===== config.mk =====
export PLATFORM = sky130hd
export DESIGN_NAME = ip_option_source_route_normalizer_unit
export DESIGN_NICKNAME = d
export VERILOG_FILES = /design/src/sv/ipsrn_pkg.sv /design/src/sv/ip_option_source_route_normalizer_unit.sv
export SDC_FILE = /design/constraint.sdc
export NUM_CORES = 1
export LEC_CHECK = 0
export ABC_AREA = 1
export BUFFER_PORTS_ARGS = -buffer_cell sky130_fd_sc_hd__buf_2
export CAP_MARGIN = 30
export CORE_ASPECT_RATIO = 0.7
export CORE_MARGIN = 4
export CORE_UTILIZATION = 50
export DETAILED_ROUTE_END_ITERATION = 8
export GPL_TIMING_DRIVEN = 0
export PLACE_DENSITY = 0.65
export SYNTH_ARGS = -nofsm -noshare
export SYNTH_HDL_FRONTEND = slang
export SYNTH_SLANG_ARGS = --single-unit
export TNS_END_PERCENT = 100

===== constraint.sdc =====
create_clock -name clk -period 7.85 [get_ports clk]
set_input_delay 1.1775 -clock clk [delete_from_list [all_inputs] [get_ports clk]]
set_output_delay 1.1775 -clock clk [all_outputs]
set_load 0.01 [all_outputs]

===== src/sv/ipsrn_pkg.sv =====
package ipsrn_pkg;

  localparam int STORE_DEPTH      = 64;
  localparam int MAX_OPTION_BYTES = 40;

  localparam int ADDR_W = $clog2(STORE_DEPTH);
  localparam int CNT_W  = $clog2(STORE_DEPTH + 1);
  // wide enough for an option length byte and for a remaining count plus one
  localparam int CMP_W  = (CNT_W + 1 > 9) ? CNT_W + 1 : 9;

  localparam logic [7:0] OPT_END    = 8'h00;
  localparam logic [7:0] OPT_NOOP   = 8'h01;
  localparam logic [7:0] OPT_LOOSE  = 8'h83;
  localparam logic [7:0] OPT_STRICT = 8'h89;

  localparam logic [7:0] MIN_OPT_LEN   = 8'd2;
  localparam logic [7:0] MIN_ROUTE_LEN = 8'd7;
  localparam logic [7:0] ADDR_BYTES    = 8'd4;

endpackage


===== src/sv/ip_option_source_route_normalizer_unit.sv =====
// channel   ports                                       handshake
// --------  ------------------------------------------  -----------------------------------
// input     data_byte[7:0], last                        taken when start && !busy
// result    out_byte[7:0], status, end_of_result        one cycle per transaction on strobe
//
// a byte without last is stored while the store has room, and busy stays low.
// after the last byte the option walk takes each stored byte through a registered read of the
// option store (S_WRD), then decode and compacted write back (S_WPROC).
// results follow: 4 first-hop bytes at one a cycle, then the option bytes, each after its
// store read; an invalid list gives a single result. busy drops with the last one.
// rst is synchronous and clears the sequencer and counters; the store needs no clearing.
// the receiver cannot stall, so no result waits.
module ip_option_source_route_normalizer_unit
  import ipsrn_pkg::*;
(
  input  logic       clk,
  input  logic       rst,
  input  logic       start,
  output logic       busy,
  input  logic [7:0] data_byte,
  input  logic       last,
  output logic       strobe,
  output logic [7:0] out_byte,
  output logic       status,
  output logic       end_of_result
);

  typedef enum logic [2:0] {
    S_IDLE, S_WRD, S_WPROC, S_HOP, S_ORD, S_OEM, S_BAD
  } state_t;

  typedef enum logic [1:0] {
    M_OP, M_LEN, M_BODY, M_TAIL
  } mode_t;

  state_t             state;
  mode_t              mode, mode_next;
  logic [CNT_W-1:0]   byte_count;
  logic               overflow_flag;
  logic [CNT_W-1:0]   nbytes;
  logic [CNT_W-1:0]   rd_pos;
  logic [CNT_W-1:0]   wr_pos;
  logic [31:0]        first_hop_word, first_hop_word_next;
  logic               is_route, is_route_next;
  logic [7:0]         body_len, body_len_next;
  logic [7:0]         body_idx, body_idx_next;
  logic [1:0]         hop_idx;

  logic [7:0]         mem [STORE_DEPTH];
  logic [7:0]         rd_data;
  logic               mem_we;
  logic [ADDR_W-1:0]  mem_wa;
  logic [7:0]         mem_wd;

  logic               stored;
  logic [CNT_W-1:0]   n_next;
  logic               ovf_next;
  logic [CNT_W-1:0]   remain;
  logic [CMP_W-1:0]   limit;
  logic               walk_bad;
  logic               walk_wr;
  logic [7:0]         walk_val;

  assign busy     = (state != S_IDLE);
  assign stored   = (byte_count < CNT_W'(STORE_DEPTH));
  assign n_next   = byte_count + CNT_W'(stored);
  assign ovf_next = overflow_flag | ~stored;
  assign remain   = nbytes - rd_pos;
  assign limit    = CMP_W'(remain) + CMP_W'(1);

  // one decode step of the option walk on the byte just read
  always_comb begin
    mode_next           = mode;
    is_route_next       = is_route;
    body_len_next       = body_len;
    body_idx_next       = body_idx;
    first_hop_word_next = first_hop_word;
    walk_bad            = 1'b0;
    walk_wr             = 1'b1;
    walk_val            = rd_data;
    case (mode)
      M_OP: begin
        if (rd_data == OPT_END) begin
          mode_next = M_TAIL;
        end else if (rd_data == OPT_NOOP) begin
          mode_next = M_OP;
        end else if (remain < CNT_W'(2)) begin
          walk_bad = 1'b1;
        end else begin
          is_route_next = (rd_data == OPT_LOOSE) || (rd_data == OPT_STRICT);
          mode_next     = M_LEN;
        end
      end
      M_LEN: begin
        if (rd_data < MIN_OPT_LEN || CMP_W'(rd_data) > limit ||
            (is_route && rd_data < MIN_ROUTE_LEN)) begin
          walk_bad = 1'b1;
        end else begin
          if (is_route) walk_val = rd_data - ADDR_BYTES;
          body_len_next = rd_data - MIN_OPT_LEN;
          body_idx_next = 8'd0;
          mode_next     = (rd_data == MIN_OPT_LEN) ? M_OP : M_BODY;
        end
      end
      M_BODY: begin
        // option bytes 3..6 of a source route hold the first hop
        if (is_route && body_idx >= 8'd1 && body_idx <= ADDR_BYTES) begin
          walk_wr             = 1'b0;
          first_hop_word_next = {first_hop_word[23:0], rd_data};
        end
        body_idx_next = body_idx + 8'd1;
        if (body_idx + 8'd1 == body_len) mode_next = M_OP;
      end
      default: begin
        mode_next = M_TAIL;
      end
    endcase
  end

  always_comb begin
    mem_we = 1'b0;
    mem_wa = byte_count[ADDR_W-1:0];
    mem_wd = data_byte;
    if (state == S_IDLE && start && stored) begin
      mem_we = 1'b1;
    end else if (state == S_WPROC && !walk_bad && walk_wr) begin
      mem_we = 1'b1;
      mem_wa = wr_pos[ADDR_W-1:0];
      mem_wd = walk_val;
    end
  end

  always_ff @(posedge clk) begin
    if (mem_we) mem[mem_wa] <= mem_wd;
    rd_data <= mem[rd_pos[ADDR_W-1:0]];
  end

  always_ff @(posedge clk) begin
    if (rst) begin
      state         <= S_IDLE;
      byte_count    <= '0;
      overflow_flag <= 1'b0;
      rd_pos        <= '0;
      wr_pos        <= '0;
      mode          <= M_OP;
      strobe        <= 1'b0;
      end_of_result <= 1'b0;
      status        <= 1'b0;
      out_byte      <= '0;
      first_hop_word <= '0;
      hop_idx       <= '0;
    end else begin
      strobe <= 1'b0;
      unique case (state)
        S_IDLE: begin
          if (start) begin
            byte_count    <= n_next;
            overflow_flag <= ovf_next;
            if (last) begin
              byte_count     <= '0;
              overflow_flag  <= 1'b0;
              nbytes         <= n_next;
              rd_pos         <= '0;
              wr_pos         <= '0;
              mode           <= M_OP;
              first_hop_word <= '0;
              state <= (ovf_next || n_next[1:0] != 2'b00) ? S_BAD : S_WRD;
            end
          end
        end
        S_WRD: begin
          if (rd_pos == nbytes) begin
            hop_idx <= '0;
            state   <= (wr_pos > CNT_W'(MAX_OPTION_BYTES)) ? S_BAD : S_HOP;
          end else begin
            state <= S_WPROC;
          end
        end
        S_WPROC: begin
          if (walk_bad) begin
            state <= S_BAD;
          end else begin
            mode           <= mode_next;
            is_route       <= is_route_next;
            body_len       <= body_len_next;
            body_idx       <= body_idx_next;
            first_hop_word <= first_hop_word_next;
            rd_pos         <= rd_pos + CNT_W'(1);
            if (walk_wr) wr_pos <= wr_pos + CNT_W'(1);
            state <= S_WRD;
          end
        end
        S_HOP: begin
          strobe         <= 1'b1;
          status         <= 1'b0;
          out_byte       <= first_hop_word[31:24];
          first_hop_word <= {first_hop_word[23:0], 8'h00};
          end_of_result  <= (hop_idx == 2'd3) && (wr_pos == '0);
          hop_idx        <= hop_idx + 2'd1;
          rd_pos         <= '0;
          if (hop_idx == 2'd3) state <= (wr_pos == '0) ? S_IDLE : S_ORD;
        end
        S_ORD: begin
          state <= S_OEM;
        end
        S_OEM: begin
          strobe        <= 1'b1;
          status        <= 1'b0;
          out_byte      <= rd_data;
          end_of_result <= (rd_pos + CNT_W'(1) == wr_pos);
          rd_pos        <= rd_pos + CNT_W'(1);
          state         <= (rd_pos + CNT_W'(1) == wr_pos) ? S_IDLE : S_ORD;
        end
        S_BAD: begin
          strobe        <= 1'b1;
          status        <= 1'b1;
          out_byte      <= '0;
          end_of_result <= 1'b1;
          state         <= S_IDLE;
        end
        default: state <= S_IDLE;
      endcase
    end
  end

  a_bad_is_single: assert property (@(posedge clk) disable iff (rst)
    (strobe && status) |-> end_of_result)
    else $error("invalid list result not marked as last");

  a_one_list_end: assert property (@(posedge clk) disable iff (rst)
    (strobe && end_of_result) |=> !strobe)
    else $error("result after end of list");

  a_compact_behind: assert property (@(posedge clk) disable iff (rst)
    (state == S_WPROC) |-> (wr_pos <= rd_pos))
    else $error("compaction write overtook the walk");

  a_count_bound: assert property (@(posedge clk) disable iff (rst)
    byte_count <= CNT_W'(STORE_DEPTH))
    else $error("byte count past store depth");

  a_last_starts_work: assert property (@(posedge clk) disable iff (rst)
    (start && !busy && last) |=> busy)
    else $error("last byte did not start the walk");

endmodule


# After elaboration in Yosys (flattened, before gate mapping)
# Memories as Yosys holds them, arrays and structs flattened. A register that Yosys moved wholly into a read port is not among the register bits.
# Index checks and enable logic that the tools add are counted.
[op_classes]
reduce_logical = 39
bitwise = 8
multipliers = 0
div_mod_pow = 0
n_lt_le_gt_ge = 8
eq_ne = 28
n_addsub = 9
muxes = 62
shift = 0
[ops]
columns = ["op", "n"]
rows = [
  ["$mux W32", 5],
  ["$pmux W32 S3", 1],
  ["$mux W8", 6],
  ["$mux W7", 6],
  ["$pmux W7 S4", 1],
  ["$mux W3", 9],
  ["$pmux W8 S3", 1],
  ["$mux W2", 10],
  ["$pmux W3 S6", 1],
  ["$eq A8 B8 Y1 const B", 2],
  ["$ne A2 B2 Y1 const B", 8],
  ["$pmux W8 S2", 1],
  ["$reduce_and A5 Y1", 3],
  ["$add A7 B1 Y7 const B", 2],
  ["$eq A7 B7 Y1", 2],
  ["$pmux W7 S2", 1],
  ["$reduce_and A7 Y1", 2],
  ["$mux W1", 12],
  ["$mux W6", 2],
  ["$reduce_bool A2 Y1", 5],
  ["$eq A3 B3 Y1 const B", 3],
  ["$reduce_bool A3 Y1", 3],
  ["$add A7 B1 Y8 const B", 1],
  ["$add A8 B1 Y8 const B", 1],
  ["other kinds (43)", 66],
]
[word_totals]
mem_bits_rw = 512
n_memories = 1
romBits = 0
register_bits = 96
latchBits = 0
output_inout_bits = 12
input_bits = 12
wordCells = 171
[memory_table]
columns = ["name", "depth", "word_bits", "read_ports", "rd_clocked_by_memory_dff", "wr", "line", "source"]
rows = [
  ["mem", 64, 8, 1, 1, 1, "ip_option_source_route_normalizer_unit.sv:49", "logic [7:0] mem [STORE_DEPTH];"],
]

# Depth between registers and ports, before layout
[depth]
depth_word = 14
depth_mapped = 28
ltp_nobuf = 26

# Least setup slack after synthesis
# No wires, ideal clock.
[synth_path]
path_type = "register -> register"
start = "reg rd_pos[1]"
end = "mem mem[0][5] (data pin)"
setup_ns = 0.702
synth_period_minus_slack_ns = 6.830
path_stages_with_launch = 19
slack_ns = 1.020
t_arrival_ns = 6.129
required_time_ns = 7.148
n_path_buf = 2
path_cell_list = "dfxtp_1 > inv_1 > clkbuf_1 > clkbuf_1 > fa_1 > xor2_1 > nand2_1 > nor4_1 > nand4_1 > ha_1 > nand2_1 > nor2_1 > nand4_1 > nand2_1 > nand2_1 > nor3_1 > nand3_1 > xor2_1 > o21ai_0"
[synth_via]
elab_chain_cells = 12
word_cells_on_any_way = 18
classes_between = "add/sub (2); order compare (2); mux (9); reduce/logical (5)"
[synth_rtl]
columns = ["element", "line", "source"]
rows = [
  ["from (decl)", "ip_option_source_route_normalizer_unit.sv:41", "logic [CNT_W-1:0] rd_pos;"],
  ["from (signal assigned)", "ip_option_source_route_normalizer_unit.sv:188", "rd_pos <= rd_pos + CNT_W'(1);"],
  ["from (signal assigned)", "ip_option_source_route_normalizer_unit.sv:211", "rd_pos <= rd_pos + CNT_W'(1);"],
  ["$sub A7 B7 Y7 (*)", "ip_option_source_route_normalizer_unit.sv:68", "assign remain = nbytes - rd_pos;"],
  ["$add A7 B1 Y8", "ip_option_source_route_normalizer_unit.sv:69", "assign limit = CMP_W'(remain) + CMP_W'(1);"],
  ["$gt A8 B8 Y1", "ip_option_source_route_normalizer_unit.sv:95", "if (rd_data < MIN_OPT_LEN || CMP_W'(rd_data) > limit ||"],
  ["$logic_or A1 B1 Y1 (2 in series)", "ip_option_source_route_normalizer_unit.sv:95", ""],
  ["$mux W1", "ip_option_source_route_normalizer_unit.sv:95", ""],
  ["$pmux W1 S2", "ip_option_source_route_normalizer_unit.sv:81", "case (mode)"],
  ["$logic_not A1 Y1", "ip_option_source_route_normalizer_unit.sv:126", "end else if (state == S_WPROC && !walk_bad && walk_wr) begin"],
  ["$logic_and A1 B1 Y1 (2 in series)", "ip_option_source_route_normalizer_unit.sv:126", ""],
  ["$mux W8 (*)", "ip_option_source_route_normalizer_unit.sv:126", ""],
  ["$mux W8 (*)", "ip_option_source_route_normalizer_unit.sv:124", "if (state == S_IDLE && start && stored) begin"],
  ["net mem_wd[5]", "ip_option_source_route_normalizer_unit.sv:53", "logic [7:0] mem_wd;"],
  ["to (decl)", "ip_option_source_route_normalizer_unit.sv:49", ""],
]
# The timed path passes the listed nets; every way through them passes the cells marked *.

# Worst setup path in the final report
[layout_path]
start = "reg rd_pos[1]"
end = "mem mem[27][3] (enable)"
[layout_via]
elab_chain_cells = 14
word_cells_on_any_way = 20
classes_between = "add/sub (2); order compare (2); mux (11); reduce/logical (5)"
[layout_rtl]
columns = ["element", "line", "source"]
rows = [
  ["$sub A7 B7 Y7 (*)", "ip_option_source_route_normalizer_unit.sv:68", ""],
  ["$add A7 B1 Y8", "ip_option_source_route_normalizer_unit.sv:69", ""],
  ["$gt A8 B8 Y1", "ip_option_source_route_normalizer_unit.sv:95", ""],
  ["$logic_or A1 B1 Y1 (2 in series)", "ip_option_source_route_normalizer_unit.sv:95", ""],
  ["$mux W1", "ip_option_source_route_normalizer_unit.sv:95", ""],
  ["$pmux W1 S2 (*)", "ip_option_source_route_normalizer_unit.sv:81", ""],
  ["$logic_not A1 Y1 (*)", "ip_option_source_route_normalizer_unit.sv:126", ""],
  ["$logic_and A1 B1 Y1 (*) (2 in series)", "ip_option_source_route_normalizer_unit.sv:126", ""],
  ["$mux W1", "ip_option_source_route_normalizer_unit.sv:126", ""],
  ["$mux W1", "ip_option_source_route_normalizer_unit.sv:124", ""],
  ["$mux W1", "ip_option_source_route_normalizer_unit.sv:134", "if (mem_we) mem[mem_wa] <= mem_wd;"],
  ["$mux W1 (not written as such)", "ip_option_source_route_normalizer_unit.sv:134", ""],
]
# Every way passes the cells marked *; elsewhere a longest branch is shown, timed or not.

==> summary by stage <==
Drt
The violation count after the first detailed-routing iteration is 3,229. The routed via count is 20,210. The post-detailed-routing wire length is 95,580 microns. The routed metal-1 wirelength is 40,780 microns.

The count of TritonRoute iterations in the first routing pass is 6. Summed over all nets, wire length on met3 after detailed routing comes to 14,150 microns. The highest metal layer with signal wires is met5. The ratio of routed vias to standard cells is 6.270. The final antenna-violating net count is 0. For this run, design rule violations remaining after detail routing come to 0. After detailed routing, the average wire length per cell comes to 29.65 microns. Detailed routing placed a total of 37,890 microns of wire on met2.

CTS
At the later pin of the worst-skew pair, clock insertion delay measures 640 ps. The number of buffers created by CTS is 58. The root buffer cell chosen for the clock tree is sky130_fd_sc_hd__clkbuf_16. The number of buffers between clock root and the deepest sink is 3.

The number of cells upsized or downsized after cts is 0. In this run, post-CTS hold repair placed 0 buffers. TritonCTS built the clock tree. The total number of clock tree sinks is 616. The H-tree was split into 2 levels. Post-CTS timing repair inserted 0 buffers for setup. The clock-pin slew on the worst setup and hold paths is 60 ps.

Timing
The count of final hold-check violations is 0. The minimum period implied by the final worst setup slack is 6696 ps. The timing-limited maximum frequency is 149.3 MHz. The worst pin sits at a relative slew slack of 29.53%. The clock arrives with 24.97 ps of skew. Setup repair after global routing left no endpoint under its margin. The setup slack of the critical path after layout is 1154 ps.

For the pin with the worst max-slew slack, the measured transition is 1053 ps. The number of setup violations in the final report is 0. The total count of max-transition violations in the final report is 0. The final cycle utilization of the critical path is 85.30%.

Final layout
Once layout is complete, the utilization of the core stands at 57.63%. Excluding fillers, the count of instances in the completed layout stands at 3,224. The sequential cell area is 17,700 sq um. The ratio of cells with drive above 1 in the final layout is 9.764%. The area growth from synthesis to layout is 14.12%. Counting the fill cells in the layout gives 4,305.

At the end of the flow, the number of nets in the layout was 2,540. The number of antenna diodes in the final layout is 0. Summing all multi-input logic gate instances after layout gives 7752 sq um.

Die
After floorplanning, the core was divided into 70 placement rows. 24 I/O pins were placed. The die area is 56,420 sq um. The initial core utilization is 50.50%. After floorplanning, the core was sized to cover 52,110 sq um. The die boundary height is 199.9 microns. From left edge to right edge, the die measures 282.2 microns.

Pwr
Summed over all cells, the static leakage comes to 10.30 nW. The worst-case vdd ir drop is 0.2205 mV. The ratio of total power to cell area is 304.1 nW/um^2.

Synthesis
The number of nets in the synthesized netlist is 2,395. The most area-hungry cell type in the Yosys netlist is sky130_fd_sc_hd__edfxtp_1. The share of the yosys chip area belonging to registers is 67.25%.

Sorting the synthesized cells by how often they occur yields sky130_fd_sc_hd__edfxtp_1 (536), sky130_fd_sc_hd__nor2_1 (460), sky130_fd_sc_hd__o21ai_0 (365). The synthesis warning total is 0. The number of synthesized flops with an enable pin is 536. Sorting the synthesized cells by area gives the leading types as sky130_fd_sc_hd__edfxtp_1 (61%), sky130_fd_sc_hd__o21ai_0 (6.9%), sky130_fd_sc_hd__nor2_1 (6.6%).

The most used flip-flop cell after synthesis is sky130_fd_sc_hd__edfxtp_1. Counting distinct cell types in the post-synthesis netlist gives 48. In the synthesized netlist, the number of instances is 2,349. The number of flip-flops and latches in the synthesized netlist is 616. Summed over its instances, the top area cell type makes up 61.16% of the synthesized netlist area.

The share of flip-flops with an asynchronous set or reset after synthesis is 0%. The dominant cell by count in the synthesized netlist is sky130_fd_sc_hd__edfxtp_1. The synthesized area per cell is 11.20 sq um. The synthesized area is 26,320 sq um.

Worst setup path
STA puts the critical path data required time at 8180 ps. The worst setup path category is reg2reg. The critical path crosses 23 cells after its start point. For this run, the slowest stage of the critical path takes 780 ps. Grouping stages by cell kind, the critical path spends the most delay in simple AND/OR/NAND/NOR gates. The number of cells on the worst reg-to-reg path is 23. STA puts the critical path data arrival time at 7030 ps. The number of buffers and inverters on the critical path is 5. The worst setup path is launched from a flip-flop.

The slowest stage cell on the critical path is sky130_fd_sc_hd__nor2_1. The worst setup path is captured at a flip-flop. By instance count, the cell type seen most on the critical path is sky130_fd_sc_hd__nand2_1.

The highest net fanout along the worst path is 11. Traced cell by cell, the critical path runs through inv_1 -> clkbuf_1 -> clkbuf_1 -> fa_1 -> xor2_1 -> nand2_1 -> nor4_1 -> nand4_1 -> ha_1 -> nand2_1 -> nor2_1 -> nand2_1 -> nand2_1 -> nand2_1 -> nand2_1 -> nand2_2 -> nand3_4 -> buf_4 -> nand2_1 -> nand2_2 -> nand4_2 -> nor2_1 -> buf_6.

Place
The count of placed standard cells including taps is 3,112. The total half-perimeter wirelength after legalization and detailed placement is 68,970 microns. The final RePlAce weighted congestion is 1.059. Prior to clock tree synthesis, the placed netlist has a worst setup slack of 1384 ps.

The count of buffers added on input and output ports is 23.

GRT
The total congestion overflow is 0. The number of global-route vias before repair is 18,350. The number of antenna violations at the first check in global routing is 2.

The pin count of the biggest net entering global routing is 41. Global routing used 33.66% of the available tracks. The first-pass GRT wire length is 133,500 microns.

Outcome
The flow ran to the end, and the final reports show no timing, DRC or antenna violations.

Flow run
Max-cap violations in this run came to 0.

Hold path
The worst hold path passes through 2 cells. The path class of the tightest hold or removal check is reg2reg.
==> stage by stage <==
stage	TNS, ps	total power, mW	cell area [sq um]	hold WS (ps)
finish	0	9.132	30030	463.6
global route	0	9.414	30030	487.2
CTS	0	9.058	29960	467.1
detailed placement	0	6.273	28080	455.1
global placement	-1861940	6.187	27290	445.4
floorplan	0	5.229	26320	433.0
==> logic make-up after synthesis <==
family / Yosys count / synth area share, %
AND/OR/NAND/NOR: 802 / 12.98
flip-flops: 616 / 67.25
AO/OA/AOI/OAI: 611 / 13.19
buffers and inverters: 247 / 3.637
XOR/XNOR: 39 / 1.298
adder cells (fa/ha/maj): 34 / 1.645
==> final timing paths <==
path / startpoint / to / slack [ps]
setup / recovery: rd_pos[1] / mem[27][3] / 1150
hold / removal: status / status / 460
setup reg to reg: rd_pos[1] / mem[27][3] / 1150
hold reg to reg: status / status / 460
==> sequential cells by signal, summed over array words and instances, names as in the netlist, 7 cells and up <==
| register | flops |
|---|---|
| wr_pos | 7 |
| nbytes | 7 |
| rd_data | 8 |
| first_hop_word | 32 |
| out_byte | 8 |
| mem | 512 |
| body_idx | 8 |
| rd_pos | 7 |
| byte_count | 7 |
| body_len | 8 |
==> area by class of cell <==
class / count / area share [%]
repair buffers: 85 / 2.950
inverters: 111 / 1.387
plain buffers: 136 / 1.800
multi-input cells: 1486 / 25.81
clock buffers: 77 / 5.279
clock inverters: 29 / 0.9916
well taps: 684 / 2.850
flip-flops and latches: 616 / 58.93
==> worst register-to-register path: stages, from the launching register on <==
cell and delay (ps):
sky130_fd_sc_hd__dfxtp_1 370, sky130_fd_sc_hd__inv_1 100, sky130_fd_sc_hd__clkbuf_1 580, sky130_fd_sc_hd__clkbuf_1 720, sky130_fd_sc_hd__fa_1 400, sky130_fd_sc_hd__xor2_1 320, sky130_fd_sc_hd__nand2_1 120, sky130_fd_sc_hd__nor4_1 450
sky130_fd_sc_hd__nand4_1 140, sky130_fd_sc_hd__ha_1 330, sky130_fd_sc_hd__nand2_1 80, sky130_fd_sc_hd__nor2_1 150, sky130_fd_sc_hd__nand2_1 70, sky130_fd_sc_hd__nand2_1 60, sky130_fd_sc_hd__nand2_1 60, sky130_fd_sc_hd__nand2_1 130
sky130_fd_sc_hd__nand2_2 180, sky130_fd_sc_hd__nand3_4 210, sky130_fd_sc_hd__buf_4 280, sky130_fd_sc_hd__nand2_1 100, sky130_fd_sc_hd__nand2_2 150, sky130_fd_sc_hd__nand4_2 340, sky130_fd_sc_hd__nor2_1 780, sky130_fd_sc_hd__buf_6 260
==> power by group <==
| part | internal [mW] | total [mW] | switching [mW] |
|---|---|---|---|
| clock network | 1.59 | 2.83 | 1.24 |
| logic | 0.546 | 2.25 | 1.71 |
| registers | 3.92 | 4.05 | 0.132 |
| total | 6.05 | 9.13 | 3.08 |
==> layer usage <==
layer,up-vias,global-route usage [%]
met4,4,9.153
met5,-,0
met3,176,12.51
met2,1338,45.65
met1,9916,50.99
li1,8779,-
==> placed cells by master, fill, tap and decap left out, types with 16 or more instances in the layout <==
master | synthesis | layout
sky130_fd_sc_hd__o21ai_0 | 365 | 358
sky130_fd_sc_hd__clkbuf_1 | 120 | 133
sky130_fd_sc_hd__inv_1 | 102 | 102
sky130_fd_sc_hd__buf_2 | 9 | 35
sky130_fd_sc_hd__clkbuf_16 | 0 | 59
sky130_fd_sc_hd__edfxtp_1 | 536 | 536
sky130_fd_sc_hd__buf_6 | 1 | 25
sky130_fd_sc_hd__xor2_1 | 33 | 33
sky130_fd_sc_hd__nand3_1 | 85 | 85
sky130_fd_sc_hd__a21oi_1 | 36 | 36
sky130_fd_sc_hd__buf_4 | 3 | 23
sky130_fd_sc_hd__o22ai_1 | 138 | 138
sky130_fd_sc_hd__nor2_1 | 460 | 456
sky130_fd_sc_hd__ha_1 | 33 | 33
sky130_fd_sc_hd__dfxtp_1 | 80 | 80
sky130_fd_sc_hd__o221ai_1 | 16 | 16
sky130_fd_sc_hd__nand2_1 | 180 | 179
Note: power is estimated with default switching activity, not from simulation.
